<file path="src/hdl/hts_pkg.sv">
`default_nettype none
// ----------------------------------------------------------------------------
// HTML tag stripper package
// Beat types shared by the front parser, the entity decoder and the top level.
// ----------------------------------------------------------------------------
package hts_pkg;

    // Default depths of the parser-to-decoder queue and of the result queue.
    localparam int unsigned HTS_Q_DEPTH   = 4;
    localparam int unsigned HTS_OUT_DEPTH = 2;

    typedef struct packed {
        logic [7:0] text_byte;
        logic       is_final;
    } t_in_item;

    typedef struct packed {
        logic [7:0] out_byte;
        logic       byte_valid;
        logic       end_of_text;
    } t_out_item;

    // One beat from the parser to the decoder: a visible text byte, a
    // flush request for the last byte of the document, or both.
    typedef struct packed {
        logic [7:0] text_byte;
        logic       is_text;
        logic       is_final;
    } t_q_item;

endpackage : hts_pkg
`default_nettype wire

</file>
<file path="src/hdl/hts_fifo.sv">
`default_nettype none
// ----------------------------------------------------------------------------
// HTML tag stripper queue
// Small first-in first-out buffer with push/full and pop/empty handshakes.
// ----------------------------------------------------------------------------
module hts_fifo #(
    parameter int unsigned DATA_W = 8,
    parameter int unsigned DEPTH  = 2
) (
    input  wire logic              i_clk,
    input  wire logic              i_rst_n,
    input  wire logic              i_push,
    input  wire logic [DATA_W-1:0] i_data,
    output logic                   o_full,
    input  wire logic              i_pop,
    output logic [DATA_W-1:0]      o_data,
    output logic                   o_empty
);

    localparam int unsigned PTR_W = (DEPTH > 1) ? $clog2(DEPTH) : 1;
    localparam int unsigned CNT_W = $clog2(DEPTH + 1);

    logic [DATA_W-1:0] r_mem [DEPTH];
    logic [PTR_W-1:0]  r_wptr, n_wptr;
    logic [PTR_W-1:0]  r_rptr, n_rptr;
    logic [CNT_W-1:0]  r_count, n_count;
    logic              do_push, do_pop;

    assign o_full  = (r_count == CNT_W'(DEPTH));
    assign o_empty = (r_count == '0);
    assign do_push = i_push && !o_full;
    assign do_pop  = i_pop && !o_empty;
    assign o_data  = r_mem[r_rptr];

    always_comb begin
        n_wptr  = r_wptr;
        n_rptr  = r_rptr;
        n_count = r_count;
        if (do_push) begin
            n_wptr = (r_wptr == PTR_W'(DEPTH - 1)) ? '0 : r_wptr + 1'b1;
        end
        if (do_pop) begin
            n_rptr = (r_rptr == PTR_W'(DEPTH - 1)) ? '0 : r_rptr + 1'b1;
        end
        case ({do_push, do_pop})
            2'b10:   n_count = r_count + 1'b1;
            2'b01:   n_count = r_count - 1'b1;
            default: n_count = r_count;
        endcase
    end

    always_ff @(posedge i_clk) begin
        if (!i_rst_n) begin
            r_wptr  <= '0;
            r_rptr  <= '0;
            r_count <= '0;
        end else begin
            r_wptr  <= n_wptr;
            r_rptr  <= n_rptr;
            r_count <= n_count;
        end
    end

    always_ff @(posedge i_clk) begin
        if (do_push) begin
            r_mem[r_wptr] <= i_data;
        end
    end

endmodule : hts_fifo
`default_nettype wire

</file>
<file path="src/hdl/hts_front.sv">
`default_nettype none
// ----------------------------------------------------------------------------
// HTML tag stripper front parser
// Tracks tags, quoted attributes and style/script raw content, and forwards
// visible text bytes and end-of-document flushes to the entity decoder.
// ----------------------------------------------------------------------------
module hts_front import hts_pkg::*; (
    input  wire logic     i_clk,
    input  wire logic     i_rst_n,
    input  wire logic     i_push,
    input  wire t_in_item i_in_item,
    input  wire logic     i_q_full,
    output logic          o_full,
    output logic          o_q_push,
    output t_q_item       o_q_item
);

    localparam logic [7:0] CH_LT = 8'h3C;
    localparam logic [7:0] CH_GT = 8'h3E;
    localparam logic [7:0] CH_DQ = 8'h22;
    localparam logic [7:0] CH_SQ = 8'h27;
    localparam logic [3:0] NAME_MAX = 4'd9;

    typedef enum logic [1:0] {
        MODE_TEXT,
        MODE_NAME,
        MODE_BODY,
        MODE_RAW
    } t_mode;

    function automatic logic [7:0] f_style_ch(input logic [3:0] idx);
        logic [7:0] ch;
        unique case (idx)
            4'd0:    ch = 8'h73;
            4'd1:    ch = 8'h74;
            4'd2:    ch = 8'h79;
            4'd3:    ch = 8'h6C;
            4'd4:    ch = 8'h65;
            default: ch = 8'h00;
        endcase
        return ch;
    endfunction

    function automatic logic [7:0] f_script_ch(input logic [3:0] idx);
        logic [7:0] ch;
        unique case (idx)
            4'd0:    ch = 8'h73;
            4'd1:    ch = 8'h63;
            4'd2:    ch = 8'h72;
            4'd3:    ch = 8'h69;
            4'd4:    ch = 8'h70;
            4'd5:    ch = 8'h74;
            default: ch = 8'h00;
        endcase
        return ch;
    endfunction

    // Closing tag text: "</style>" when kind is 0, "</script>" when kind is 1.
    function automatic logic [7:0] f_close_ch(input logic kind, input logic [3:0] idx);
        logic [7:0] ch;
        if (idx == 4'd0) begin
            ch = CH_LT;
        end else if (idx == 4'd1) begin
            ch = 8'h2F;
        end else if (kind) begin
            ch = (idx == 4'd8) ? CH_GT : f_script_ch(idx - 4'd2);
        end else begin
            ch = (idx == 4'd7) ? CH_GT : f_style_ch(idx - 4'd2);
        end
        return ch;
    endfunction

    // Keeps only the flag of a name that matched a raw-content tag exactly.
    function automatic logic [1:0] f_end_name(input logic [3:0] len, input logic [1:0] alive);
        logic [1:0] res;
        if (len == 4'd5 && alive[0]) begin
            res = 2'b01;
        end else if (len == 4'd6 && alive[1]) begin
            res = 2'b10;
        end else begin
            res = 2'b00;
        end
        return res;
    endfunction

    t_mode      r_mode, n_mode;
    logic [3:0] r_name_len, n_name_len;
    logic [1:0] r_alive, n_alive;
    logic       r_raw_kind, n_raw_kind;
    logic       r_in_quote, n_in_quote;
    logic       r_quote_single, n_quote_single;
    logic [3:0] r_close_cnt, n_close_cnt;

    logic       accept;
    logic       text_out;
    logic [7:0] b;
    logic [7:0] lc;
    logic       is_space;
    logic [1:0] name_alive;
    logic [1:0] ended;
    logic [3:0] len_p1;
    logic [3:0] close_len;
    logic [3:0] close_p1;

    assign accept   = i_push && !i_q_full;
    assign o_full   = i_q_full;
    assign b        = i_in_item.text_byte;
    assign lc       = (b >= 8'h41 && b <= 8'h5A) ? b + 8'h20 : b;
    assign is_space = (b == 8'h20) || (b >= 8'h09 && b <= 8'h0D);
    assign len_p1   = r_name_len + 4'd1;
    assign close_p1 = r_close_cnt + 4'd1;
    assign close_len = r_raw_kind ? 4'd9 : 4'd8;

    always_comb begin
        n_mode         = r_mode;
        n_name_len     = r_name_len;
        n_alive        = r_alive;
        n_raw_kind     = r_raw_kind;
        n_in_quote     = r_in_quote;
        n_quote_single = r_quote_single;
        n_close_cnt    = r_close_cnt;
        text_out       = 1'b0;
        name_alive     = r_alive;
        ended          = 2'b00;

        unique case (r_mode)
            MODE_TEXT: begin
                if (b == CH_LT) begin
                    n_mode         = MODE_NAME;
                    n_name_len     = 4'd0;
                    n_alive        = 2'b11;
                    n_in_quote     = 1'b0;
                    n_quote_single = 1'b0;
                end else begin
                    text_out = 1'b1;
                end
            end
            MODE_NAME: begin
                if (is_space) begin
                    n_alive = f_end_name(r_name_len, r_alive);
                    n_mode  = MODE_BODY;
                end else if (b == CH_GT) begin
                    ended   = f_end_name(r_name_len, r_alive);
                    n_alive = ended;
                    if (ended != 2'b00) begin
                        n_raw_kind  = ended[1];
                        n_close_cnt = 4'd0;
                        n_mode      = MODE_RAW;
                    end else begin
                        n_mode = MODE_TEXT;
                    end
                end else begin
                    if (!(r_name_len < 4'd5 && lc == f_style_ch(r_name_len))) begin
                        name_alive[0] = 1'b0;
                    end
                    if (!(r_name_len < 4'd6 && lc == f_script_ch(r_name_len))) begin
                        name_alive[1] = 1'b0;
                    end
                    n_name_len = len_p1;
                    if (len_p1 >= NAME_MAX) begin
                        n_alive = f_end_name(len_p1, name_alive);
                        n_mode  = MODE_BODY;
                    end else begin
                        n_alive = name_alive;
                    end
                end
            end
            MODE_BODY: begin
                if (!r_in_quote && (b == CH_DQ || b == CH_SQ)) begin
                    n_in_quote     = 1'b1;
                    n_quote_single = (b == CH_SQ);
                end else if (r_in_quote && b == (r_quote_single ? CH_SQ : CH_DQ)) begin
                    n_in_quote = 1'b0;
                end else if (!r_in_quote && b == CH_GT) begin
                    if (r_alive != 2'b00) begin
                        n_raw_kind  = (r_alive == 2'b10);
                        n_close_cnt = 4'd0;
                        n_mode      = MODE_RAW;
                    end else begin
                        n_mode = MODE_TEXT;
                    end
                end
            end
            MODE_RAW: begin
                if (r_close_cnt < close_len && b == f_close_ch(r_raw_kind, r_close_cnt)) begin
                    if (close_p1 >= close_len) begin
                        n_close_cnt = 4'd0;
                        n_mode      = MODE_TEXT;
                    end else begin
                        n_close_cnt = close_p1;
                    end
                end else begin
                    n_close_cnt = (b == CH_LT) ? 4'd1 : 4'd0;
                end
            end
            default: begin
                n_mode = MODE_TEXT;
            end
        endcase
    end

    assign o_q_push           = accept && (text_out || i_in_item.is_final);
    assign o_q_item.text_byte = b;
    assign o_q_item.is_text   = text_out;
    assign o_q_item.is_final  = i_in_item.is_final;

    // The last byte of a document returns the parser to its reset state.
    always_ff @(posedge i_clk) begin
        if (!i_rst_n || (accept && i_in_item.is_final)) begin
            r_mode         <= MODE_TEXT;
            r_name_len     <= 4'd0;
            r_alive        <= 2'b00;
            r_raw_kind     <= 1'b0;
            r_in_quote     <= 1'b0;
            r_quote_single <= 1'b0;
            r_close_cnt    <= 4'd0;
        end else if (accept) begin
            r_mode         <= n_mode;
            r_name_len     <= n_name_len;
            r_alive        <= n_alive;
            r_raw_kind     <= n_raw_kind;
            r_in_quote     <= n_in_quote;
            r_quote_single <= n_quote_single;
            r_close_cnt    <= n_close_cnt;
        end
    end

endmodule : hts_front
`default_nettype wire

</file>
<file path="src/hdl/hts_decode.sv">
`default_nettype none
// ----------------------------------------------------------------------------
// HTML tag stripper entity decoder
// Holds a partial character entity, replaces complete ones, and plays out each
// beat from a small release buffer, one result per cycle unless stalled.
// ----------------------------------------------------------------------------
module hts_decode import hts_pkg::*; (
    input  wire logic    i_clk,
    input  wire logic    i_rst_n,
    input  wire logic    i_q_empty,
    input  wire t_q_item i_q_item,
    output logic         o_q_pop,
    input  wire logic    i_res_full,
    output logic         o_res_push,
    output t_out_item    o_res
);

    localparam int unsigned HOLD_DEPTH  = 5;
    localparam int unsigned ENT_NUM     = 6;
    localparam int unsigned ENT_MAX_LEN = 6;
    localparam int unsigned LIST_LEN    = 6;
    localparam logic [7:0]  CH_AMP      = 8'h26;

    // &amp; &lt; &gt; &quot; &apos; &nbsp;
    localparam logic [7:0] ENT_CH [ENT_NUM][ENT_MAX_LEN] = '{
        '{8'h26, 8'h61, 8'h6D, 8'h70, 8'h3B, 8'h00},
        '{8'h26, 8'h6C, 8'h74, 8'h3B, 8'h00, 8'h00},
        '{8'h26, 8'h67, 8'h74, 8'h3B, 8'h00, 8'h00},
        '{8'h26, 8'h71, 8'h75, 8'h6F, 8'h74, 8'h3B},
        '{8'h26, 8'h61, 8'h70, 8'h6F, 8'h73, 8'h3B},
        '{8'h26, 8'h6E, 8'h62, 8'h73, 8'h70, 8'h3B}
    };
    localparam logic [2:0] ENT_LEN [ENT_NUM] = '{3'd5, 3'd4, 3'd4, 3'd6, 3'd6, 3'd6};
    localparam logic [7:0] ENT_VAL [ENT_NUM] = '{8'h26, 8'h3C, 8'h3E, 8'h22, 8'h27, 8'h20};

    logic [7:0]         r_hold [HOLD_DEPTH];
    logic [2:0]         r_hcnt, n_hcnt;
    logic [ENT_NUM-1:0] r_alive, n_alive;
    t_out_item          r_eb [LIST_LEN];
    logic [2:0]         r_elen;

    logic               emit_go;
    logic               take;
    logic [7:0]         c;
    logic [2:0]         h;
    logic [2:0]         h_p1;
    logic [ENT_NUM-1:0] hit;
    logic [ENT_NUM-1:0] pref;
    logic               full_any;
    logic [7:0]         full_val;
    logic               single_val;
    logic               spill;
    logic               with_c;
    logic               hold_start;
    logic               hold_append;
    t_out_item          list [LIST_LEN];
    logic [2:0]         n_list;

    assign c       = i_q_item.text_byte;
    assign h       = r_hcnt;
    assign h_p1    = r_hcnt + 3'd1;
    assign emit_go = (r_elen != 3'd0) && !i_res_full;
    assign take    = !i_q_empty && ((r_elen == 3'd0) || (r_elen == 3'd1 && emit_go));
    assign o_q_pop    = take;
    assign o_res_push = emit_go;
    assign o_res      = r_eb[0];

    always_comb begin
        full_any = 1'b0;
        full_val = 8'h00;
        for (int e = ENT_NUM - 1; e >= 0; e--) begin
            hit[e]  = r_alive[e] && (c == ENT_CH[e][h]);
            pref[e] = hit[e] && (ENT_LEN[e] > h_p1);
            if (hit[e] && ENT_LEN[e] == h_p1) begin
                full_any = 1'b1;
                full_val = ENT_VAL[e];
            end
        end
    end

    // Classify the beat. A held sequence that can no longer become an entity
    // spills out unchanged; its tail holds no '&', so only the new byte can
    // start another entity.
    always_comb begin
        single_val  = 1'b0;
        spill       = 1'b0;
        with_c      = 1'b0;
        hold_start  = 1'b0;
        hold_append = 1'b0;
        if (!i_q_item.is_text) begin
            spill = 1'b1;
        end else if (h != 3'd0 && full_any) begin
            single_val = 1'b1;
        end else if (i_q_item.is_final) begin
            spill  = 1'b1;
            with_c = 1'b1;
        end else if (h == 3'd0) begin
            if (c == CH_AMP) begin
                hold_start = 1'b1;
            end else begin
                spill  = 1'b1;
                with_c = 1'b1;
            end
        end else if (pref != '0) begin
            hold_append = 1'b1;
        end else begin
            spill = 1'b1;
            if (c == CH_AMP) begin
                hold_start = 1'b1;
            end else begin
                with_c = 1'b1;
            end
        end
    end

    always_comb begin
        for (int k = 0; k < LIST_LEN; k++) begin
            list[k] = '0;
        end
        n_list = 3'd0;
        if (single_val) begin
            list[0].out_byte   = full_val;
            list[0].byte_valid = 1'b1;
            n_list = 3'd1;
        end else if (spill) begin
            for (int k = 0; k < HOLD_DEPTH; k++) begin
                if (3'(k) < h) begin
                    list[k].out_byte   = r_hold[k];
                    list[k].byte_valid = 1'b1;
                end
            end
            for (int k = 0; k < LIST_LEN; k++) begin
                if (with_c && 3'(k) == h) begin
                    list[k].out_byte   = c;
                    list[k].byte_valid = 1'b1;
                end
            end
            n_list = h + {2'b00, with_c};
        end
        if (i_q_item.is_final) begin
            if (n_list == 3'd0) begin
                list[0].end_of_text = 1'b1;
                n_list = 3'd1;
            end else begin
                for (int k = 0; k < LIST_LEN; k++) begin
                    if (3'(k) == n_list - 3'd1) begin
                        list[k].end_of_text = 1'b1;
                    end
                end
            end
        end
    end

    always_comb begin
        n_hcnt  = r_hcnt;
        n_alive = r_alive;
        if (i_q_item.is_final) begin
            n_hcnt = 3'd0;
        end else if (hold_start) begin
            n_hcnt  = 3'd1;
            n_alive = '1;
        end else if (hold_append) begin
            n_hcnt  = h_p1;
            n_alive = pref;
        end else begin
            n_hcnt = 3'd0;
        end
    end

    always_ff @(posedge i_clk) begin
        if (!i_rst_n) begin
            r_hcnt <= 3'd0;
            r_elen <= 3'd0;
        end else begin
            if (take) begin
                r_hcnt <= n_hcnt;
                r_elen <= n_list;
            end else if (emit_go) begin
                r_elen <= r_elen - 3'd1;
            end
        end
    end

    always_ff @(posedge i_clk) begin
        if (take) begin
            r_alive <= n_alive;
            if (!i_q_item.is_final && hold_start) begin
                r_hold[0] <= c;
            end else if (!i_q_item.is_final && hold_append) begin
                r_hold[h] <= c;
            end
            for (int k = 0; k < LIST_LEN; k++) begin
                r_eb[k] <= list[k];
            end
        end else if (emit_go) begin
            for (int k = 0; k < LIST_LEN - 1; k++) begin
                r_eb[k] <= r_eb[k + 1];
            end
        end
    end

endmodule : hts_decode
`default_nettype wire

</file>
<file path="src/hdl/html_tag_strip_entity_decode_top.sv">
// Path: beat queue, then decoder release buffer, then the result queue.
// Throughput: one byte per cycle while the beat queue has room; a byte that
// breaks a partial entity releases up to six results, one per cycle while the
// result queue has room, while the parser queue absorbs input.
// Reset: synchronous, active low; clears parser state, held entity, queues.
`default_nettype none
// ----------------------------------------------------------------------------
// HTML tag stripper with entity decoding, top level
// Front parser, beat queue, entity decoder and result queue.
// ----------------------------------------------------------------------------
module html_tag_strip_entity_decode_top import hts_pkg::*; #(
    parameter int unsigned Q_DEPTH   = HTS_Q_DEPTH,
    parameter int unsigned OUT_DEPTH = HTS_OUT_DEPTH
) (
    input  wire logic      i_clk,
    input  wire logic      i_rst_n,
    input  wire logic      push,
    output logic           full,
    input  wire t_in_item  i_in_item,
    output logic           empty,
    input  wire logic      pop,
    output t_out_item      o_out_item
);

    localparam int unsigned Q_W   = $bits(t_q_item);
    localparam int unsigned OUT_W = $bits(t_out_item);

    logic             w_q_push;
    t_q_item          w_q_in;
    logic             w_q_full;
    logic             w_q_pop;
    logic [Q_W-1:0]   w_q_data;
    logic             w_q_empty;
    t_q_item          w_q_item;
    logic             w_res_push;
    t_out_item        w_res;
    logic             w_res_full;
    logic [OUT_W-1:0] w_out_data;

    assign w_q_item   = t_q_item'(w_q_data);
    assign o_out_item = t_out_item'(w_out_data);

    hts_front u_front (
        .i_clk     (i_clk),
        .i_rst_n   (i_rst_n),
        .i_push    (push),
        .i_in_item (i_in_item),
        .i_q_full  (w_q_full),
        .o_full    (full),
        .o_q_push  (w_q_push),
        .o_q_item  (w_q_in)
    );

    hts_fifo #(
        .DATA_W (Q_W),
        .DEPTH  (Q_DEPTH)
    ) u_queue (
        .i_clk   (i_clk),
        .i_rst_n (i_rst_n),
        .i_push  (w_q_push),
        .i_data  (w_q_in),
        .o_full  (w_q_full),
        .i_pop   (w_q_pop),
        .o_data  (w_q_data),
        .o_empty (w_q_empty)
    );

    hts_decode u_decode (
        .i_clk      (i_clk),
        .i_rst_n    (i_rst_n),
        .i_q_empty  (w_q_empty),
        .i_q_item   (w_q_item),
        .o_q_pop    (w_q_pop),
        .i_res_full (w_res_full),
        .o_res_push (w_res_push),
        .o_res      (w_res)
    );

    hts_fifo #(
        .DATA_W (OUT_W),
        .DEPTH  (OUT_DEPTH)
    ) u_result (
        .i_clk   (i_clk),
        .i_rst_n (i_rst_n),
        .i_push  (w_res_push),
        .i_data  (w_res),
        .o_full  (w_res_full),
        .i_pop   (pop),
        .o_data  (w_out_data),
        .o_empty (empty)
    );

endmodule : html_tag_strip_entity_decode_top
`default_nettype wire

</file>
<file path="config.mk">
export PLATFORM = sky130hd
export DESIGN_NAME = html_tag_strip_entity_decode_top
export DESIGN_NICKNAME = d
export VERILOG_FILES = /design/src/hdl/hts_pkg.sv /design/src/hdl/hts_fifo.sv /design/src/hdl/hts_front.sv /design/src/hdl/hts_decode.sv /design/src/hdl/html_tag_strip_entity_decode_top.sv
export SDC_FILE = /design/constraint.sdc
export NUM_CORES = 1
export LEC_CHECK = 0
export BUFFER_PORTS_ARGS = -buffer_cell sky130_fd_sc_hd__buf_2
export CORE_MARGIN = 8
export CORE_UTILIZATION = 55
export CTS_CLUSTER_DIAMETER = 50
export DETAILED_ROUTE_END_ITERATION = 12
export PLACE_DENSITY = 0.74
export SYNTH_ARGS = -nofsm -noshare
export SYNTH_HDL_FRONTEND = slang
export SYNTH_HIERARCHICAL = 1
export SYNTH_SLANG_ARGS = --single-unit
</file>
<file path="constraint.sdc">
create_clock -name i_clk -period 4.7 [get_ports i_clk]
set_clock_uncertainty 0.2 [all_clocks]
set_input_delay 0.47 -clock i_clk [delete_from_list [all_inputs] [get_ports i_clk]]
set_output_delay 0.47 -clock i_clk [all_outputs]
set_load 0.02 [all_outputs]
</file>
==> results.md, run 1 <==
- VDD IR max: 0.3599 mV
- Sequential cell area: 5689 um^2
- Die Span X: 160.6 um
- WP data arrival: 4.79 ns
- Static Leak: 4.741 nW
- Critical path's largest stage delay: between 0.6 and 0.7 ns
- Hold Buf Count CTS: 0
- Status: finished with violations
- Critical path class: reg -> reg
- Most frequent CP cell: buf_4
- Via count: 8,602
- Placed inst area: approximately 12,000 um^2
- Sequential share of the synthesized area: 49.43%
- Final Max Tran Viols: 0
- Tot Pwr: slightly below 7 mW
- Placed insts: 1,333
- Final core occ: 62.75%
- Initial core utilization: 55.41%
- Mapped Area: about 12,000 um^2
- Period minus WS final: 4.738 ns
- Initial antenna violation count: 1
- Synthesis-stage register bit count: 201
- TritonCTS clock tree: done
- PD cells: roughly 530 nW/um^2
- Violated checks: negative setup slack
- H-tree levels: 1
- Most frequent cells in the layout: edfxtp_1, nand2_1, buf_4, nor2_1, a21oi_1
- Worst-margin pin slew: between 1 and 1.5 ns
- Clk slew on worst S/H paths: 0.06 ns
- Slew headroom: 14.24%
- Mapped Cells: 1,056
- Multi-input gate area: around 5300 um^2
- CP max-delay cell: mux4_2
- Worst endpoint required time: 4.75 ns
- Worst reg2reg path depth: 23
- # setup viols final: 14
- Row cnt: 53
- WHS Path Cells: 1
- Final instance area: 13,030 um^2
- Crit-path cells: clkbuf_16 > mux4_2 > xnor2_1 > a32oi_1 > nor4_1 > a21boi_0 > o2111ai_2 > buf_4 > buf_4 > buf_4 > buf_4 > buf_4 > buf_4 > buf_4 > buf_4 > buf_4 > buf_4 > buf_4 > buf_4 > buf_4 > nand3_1 > nor2_2 > o21a_4
- Port buffer count: 24
- Most common flop cell mapped by yosys: edfxtp_1
- Vias in the first global route: between 8,000 and 9,000
- First-pass GRT wire length: about 43,000 um
- Min setup slack post-route: -0.03840 ns
- Syn Area/Cell: ~11 um^2
- Post-route DRC: 0
- Layout Nets: 1,155
- Largest net degree at the start of global routing: 51
- GR Overflow Total: 0
- Worst-skew pair later-pin latency: 0.51 ns
- Synthesis-to-finish area growth: 13.25%
- GPL Wtd Cong: 0.9639
- Maxcap violations: 0
- Worst Path Max Fanout: 11
- Tcrit/Tclk final: 100.8%
- Layout cell share with drive strength beyond 1: 19.52%
- DIE AREA: 25,790 um^2
- Detailed-router iteration count before antenna repair: 5
- Number of top-level design ports: 25
- Syn Nets: 1,105
- Worst setup EP type: flip-flop
- Vias per cell: 6.157
- Worst hold path class: in -> reg
- Max Clk Rate: 211.0 MHz
- Unique masters post-synth: 95
- Place WS: -0.03562 ns
- ANT cells: 0
- Yosys warnings: 6
- Initial DRC Count: 798
- Asr flop ratio synth: 0%
- DRT antenna net count: 0
- Clock Path Buffers: 3
- Drt wl/cell: roughly 19 um
- # clock sinks: 201
- DPL Wire Length: 18,020 um
- Core footprint: 20,760 um^2
- Fin. Hold Viols: 0
- Fin Setup TNS: -0.4943 ns
- Final std cells w/o fill: 1,397
- Drt total wl: 26,500 um
- Number of enable flip-flop cells after synthesis: about 170
- GR Util All Layers: 19.95%
- Fill cells: 1,637
- Most common cell after layout, fill and taps aside: edfxtp_1
- Critical Path Source Type: flip-flop
- Worst hold slack: 0.01553 ns
- Die Y: 160.6 um
- Cts bufs inserted: 24
- Clk Tree Root Cell: clkbuf_16
==> per-layer routing <==
metal	GRT usage [%]	vias up	share of wire, %
li1	-	4049	-
met1	25.47	4177	43
met2	33.79	312	49
met3	3.507	62	6.0
met4	6.500	2	2.3
met5	0	-	0.042
==> power breakdown <==
part	switching [mW]	internal, mW	total (mW)
clock	0.698	1.06	1.76
combinational	1.49	0.863	2.36
sequential	0.155	2.64	2.80
total	2.35	4.57	6.91
==> registers in the layout, indices dropped and copies added, names as in the netlist, 2 cells and up, named ones only <==
register / count
u_decode/h: 3
u_decode/r_alive: 6
u_decode/r_eb: 60
u_decode/r_elen: 3
u_decode/r_hold: 40
u_front/r_alive: 2
u_front/r_close_cnt: 4
u_front/r_mode: 2
u_front/r_name_len: 4
u_queue/r_count: 3
u_queue/r_mem: 40
u_queue/r_rptr: 2
u_queue/r_wptr: 2
u_result/r_count: 2
u_result/r_mem: 20
==> synthesized netlist by cell type, drive strengths merged (5+ instances only) <==
library cell  number  share of area (%)
nand3             21                1.0
a21oi             52                2.4
nor3b             13               0.94
nand2             94                3.1
a31oi              8               0.44
a211oi             5               0.33
ha                35                3.8
o31ai              8               0.52
clkbuf            25               0.83
and2              28                1.5
inv               41                1.3
xnor2             21                1.6
nor3              27                1.3
and3              22                1.2
o311ai             5               0.53
nand4             18                1.0
buf               49                3.0
dfxtp             35                6.1
nor2              74                2.5
a21o               5               0.33
a22o              10               0.76
a21boi             5               0.33
mux4              10                2.0
nor2b             19                1.0
or3                7               0.38
o21ai             50                2.2
mux2i             17                1.5
nor4b              6               0.46
nand2b            15               0.84
edfxtp           166                 43
nor4              13               0.82
xor2              15                1.2
mux2              23                2.3
o21a               9               0.59
nand3b             5               0.44
a221o             19                1.7
o211ai            15                1.0
==> worst paths after layout <==
check                           slack, ns           startpoint                     to
worst min register to register       0.24  u_decode/r_eb[0][8]   u_result/r_mem[0][8]
worst min-delay path                 0.02         i_in_item[0]    u_queue/r_mem[0][0]
worst max register to register      -0.04            flip-flop  u_decode/r_hold[0][5]
worst max-delay path                -0.04            flip-flop  u_decode/r_hold[0][5]
==> area by class of cell <==
class	instances	share of cell area (%)
well taps	275	2.642
multi-input cells	739	41.03
clock inverters	10	0.6820
repair buffers	98	5.600
clock buffers	32	5.158
inverters	42	1.210
flip-flops and latches	201	43.68
==> cell families (layout without fill, tap and decap cells) <==
family	Yosys count	after routing	synth area share (%)
AO/OA/AOI/OAI	237	237	14.90
XOR/XNOR	36	36	2.807
adder cells (fa/ha/maj)	36	36	3.982
buffers and inverters	116	182	5.168
flip-flops	201	201	49.43
multiplexers	50	50	5.755
AND/OR/NAND/NOR	380	380	17.95
==> critical path, delay by kind of cell (launching register included) <==
kind                   cells  cell delay, ns
flip-flops                 1            0.37
XOR/XNOR                   1            0.20
AND/OR/NAND/NOR            3            0.26
buffers and inverters     14            1.79
AO/OA/AOI/OAI              4            0.99
multiplexers               1            0.68
==> what timing repair did <==
action                     CTS  global route
setup endpoints to repair    2            21
cloned                       0             1
gates resized for setup      3            23
buffers inserted            15             6
pin swaps                    3            15
(Power assumes the default switching activity.)
==> run 2, diff against run 1 <==
--- a/config.mk
+++ b/config.mk
@@ -8,6 +8,7 @@
 export BUFFER_PORTS_ARGS = -buffer_cell sky130_fd_sc_hd__buf_2
 export CORE_MARGIN = 8
 export CORE_UTILIZATION = 55
+export CTS_BUF_LIST = sky130_fd_sc_hd__clkbuf_4 sky130_fd_sc_hd__clkbuf_8
 export CTS_CLUSTER_DIAMETER = 50
 export DETAILED_ROUTE_END_ITERATION = 12
 export PLACE_DENSITY = 0.74
==> constraint.sdc (replaced) <==
create_clock -name i_clk -period 4.7 [get_ports i_clk]
set_clock_uncertainty 0.2 [all_clocks]
set_input_delay 0.705 -clock i_clk [delete_from_list [all_inputs] [get_ports i_clk]]
set_output_delay 0.705 -clock i_clk [all_outputs]
set_load 0.02 [all_outputs]
==> results.md, run 2 (synthesis gave the netlist of run 1 again) <==
- Most common cell after layout, fill and taps aside: edfxtp_1
- Reg2reg setup slack: 0.18 ns (+0.22 ns)
- Initial DRC Count: 950 (+19%)
- Layout Nets: 1,154 (-0.087%)
- Post-route DRC: 0 (unchanged)
- Final core occ: 62.11% (-0.64 points)
- Maxcap violations: 0 (unchanged)
- Tot Pwr: 6.797 mW (-1.7%)
- First-pass GRT wire length: 42,410 um (-0.90%)
- DRT antenna net count: 0 (unchanged)
- Placed inst area: 11,970 um^2 (about the same)
- Worst-skew pair later-pin latency: 0.52 ns (about the same)
- Period minus WS final: 4.517 ns (-0.2214 ns)
- Final Max Tran Viols: 0 (unchanged)
- Worst hold path class: reg -> reg
- Place WS: -0.02342 ns (+0.01219 ns)
- Most flops, register: u_decode/r_eb
- Max reg flops: 60 (unchanged)
- Status: complete, no violations
- GR Overflow Total: 0 (unchanged)
- VDD IR max: 0.4884 mV (+36%)
- Vias per cell: 6.079 (-1.3%)
- PD cells: 527.2 nW/um^2 (-0.66%)
- Clk slew on worst S/H paths: 0.06 ns (about the same)
- TritonCTS clock tree: done
- Clock Path Buffers: 3 (unchanged)
- H-tree levels: 2 (+1)
- WHS Path Cells: 0 (-1)
- Worst Hold End: u_result/r_mem[0][6]
- Fill cells: 1,641 (+0.24%)
- DPL Wire Length: 18,290 um (+1.5%)
- Row cnt: 53 (unchanged)
- Synthesis-to-finish area growth: 12.10%
- Worst reg2reg path depth: 17 (-26%)
- Initial antenna violation count: 1 (unchanged)
- Fin. Hold Viols: 0 (unchanged)
- Die Y: 160.6 um (unchanged)
- Worst-margin pin slew: 1.174 ns (-0.1024 ns)
- Clk Tree Root Cell: clkbuf_8
- Max Clk Rate: 221.4 MHz (+4.9%)
- Worst endpoint required time: 4.85 ns (+0.10 ns)
- Number of top-level design ports: 25 (unchanged)
- Tcrit/Tclk final: 96.11% (-4.7 points)
- Fin Setup TNS: 0 ns (+0.4943 ns)
- Core footprint: 20,760 um^2 (unchanged)
- ANT cells: 0 (unchanged)
- Drt total wl: 26,130 um (-1.4%)
- Layout cell share with drive strength beyond 1: 20.41% (+0.89 points)
- Port buffer count: 24 (unchanged)
- Initial core utilization: 55.41% (unchanged)
- Vias in the first global route: 8,291 (-1.7%)
- Most frequent cells in the layout: edfxtp_1, nand2_1, nor2_1, buf_4, a21oi_1
- Worst setup EP type: flip-flop
- Top flop regs: u_decode/r_eb: 60 flops, u_decode/r_hold: 40 flops, u_queue/r_mem: 40 flops
- FF-to-FF End: u_decode/r_eb[4][0]
- Critical path class: reg -> reg
- Hold path startpoint: u_decode/r_eb[0][6]
- Slew headroom: 21.11% (+6.9 points)
- WP data arrival: 4.67 ns (-0.12 ns)
- Via count: 8,553 (-0.57%)
- Worst Path Max Fanout: 5 (-6)
- Cts bufs inserted: 37 (+54%)
- Critical Path Source Type: flip-flop
- # setup viols final: 0 (-14)
- Final instance area: 12,890 um^2 (-1.0%)
- Die Span X: 160.6 um (unchanged)
- Drt wl/cell: 18.57 um (-2.1%)
- Detailed-router iteration count before antenna repair: 9 (+4)
- # clock sinks: 201 (unchanged)
- Min setup slack post-route: 0.1830 ns (+0.2214 ns)
- GPL Wtd Cong: 0.9653 (+0.15%)
- GR Util All Layers: 19.82% (-0.13 points)
- DIE AREA: 25,790 um^2 (unchanged)
- Static Leak: 4.685 nW (-1.2%)
- Largest net degree at the start of global routing: 51 (unchanged)
## run 2: cell types whose count changed in the layout (fill, tap and decap cells not counted), moves of 2 or more
cell       delta
clkbuf_1      -5
clkbuf_4     +16
clkbuf_16    -25
nor4bb_1      -2
nor4bb_2      +2
buf_6         -2
buf_4        -12
clkbuf_8     +36
## run 2: layout make-up
| class | count | area [um^2] | share of cell area [%] |
|---|---|---|---|
| clock buffer | 54 | 643.1 | 4.988 |
| clock inverter | 12 | 120.1 | 0.9317 |
| inverter | 42 | 157.7 | 1.223 |
| multi-input combinational | 739 | 5321 | 41.28 |
| sequential | 201 | 5689 | 44.13 |
| tap | 275 | 344.1 | 2.669 |
| timing repair buffer | 84 | 616.8 | 4.785 |
## run 2: worst max path at each step
stage                          from                   to  slack (ns)
after floorplan           flip-flop  u_decode/r_eb[4][0]        0.02
final                     flip-flop  u_decode/r_eb[4][0]        0.18
after detailed placement  flip-flop  u_decode/r_eb[4][0]       -0.02
after global routing      flip-flop  u_decode/r_eb[2][0]       -0.06
after CTS                 flip-flop  u_decode/r_eb[4][0]       0.006
after global placement    flip-flop  u_decode/r_eb[4][0]        0.08
## run 2: layer usage
layer / global-route usage, % / part of all wire (%) / up-vias
met1: 25.92 / 42 / 4108
met2: 32.49 / 49 / 330
met5: 0 / 0 / -
met4: 7.519 / 2.5 / 0
met3: 3.353 / 6.5 / 56
li1: - / - / 4059
## run 2: report_power, final
| group | switching (mW) | internal [mW] | total, mW |
|---|---|---|---|
| Combinational | 1.48 | 0.834 | 2.31 |
| Clock | 0.692 | 0.995 | 1.69 |
| Sequential | 0.154 | 2.64 | 2.80 |
## run 2: through the flow
step	std cells	hold slack [ns]
4_1_cts	1402	0.2254
3_3_place_gp	1334	0.2229
6_report	1407	0.2427
3_5_place_dp	1334	0.2316
2_1_floorplan	1056	0.2215
5_1_grt	1407	0.2428
## run 2: critical path, stage by stage, from the launching register on
cell and delay, ns:
dfxtp_4 0.37, buf_12 0.12, mux4_2 0.58, nor4bb_2 0.35
a211oi_1 0.12, a2111oi_4 0.45, a21oi_2 0.10, o2111ai_2 0.20
nand3b_1 0.14, nand3_2 0.11, inv_2 0.05, ha_4 0.16
ha_4 0.26, and3_4 0.19, nor2_2 0.05, ha_1 0.31
or3b_4 0.41, o31ai_2 0.17
## run 2: repair_timing
action | in CTS | in global routing
endpoints found under the hold margin | 0 | 0
pin swaps | 3 | 8
hold buffers | 0 | 0
gates cloned | 0 | 1
resized for setup | 2 | 17
buffers inserted | 2 | 4
endpoints found under the setup margin | 2 | 6
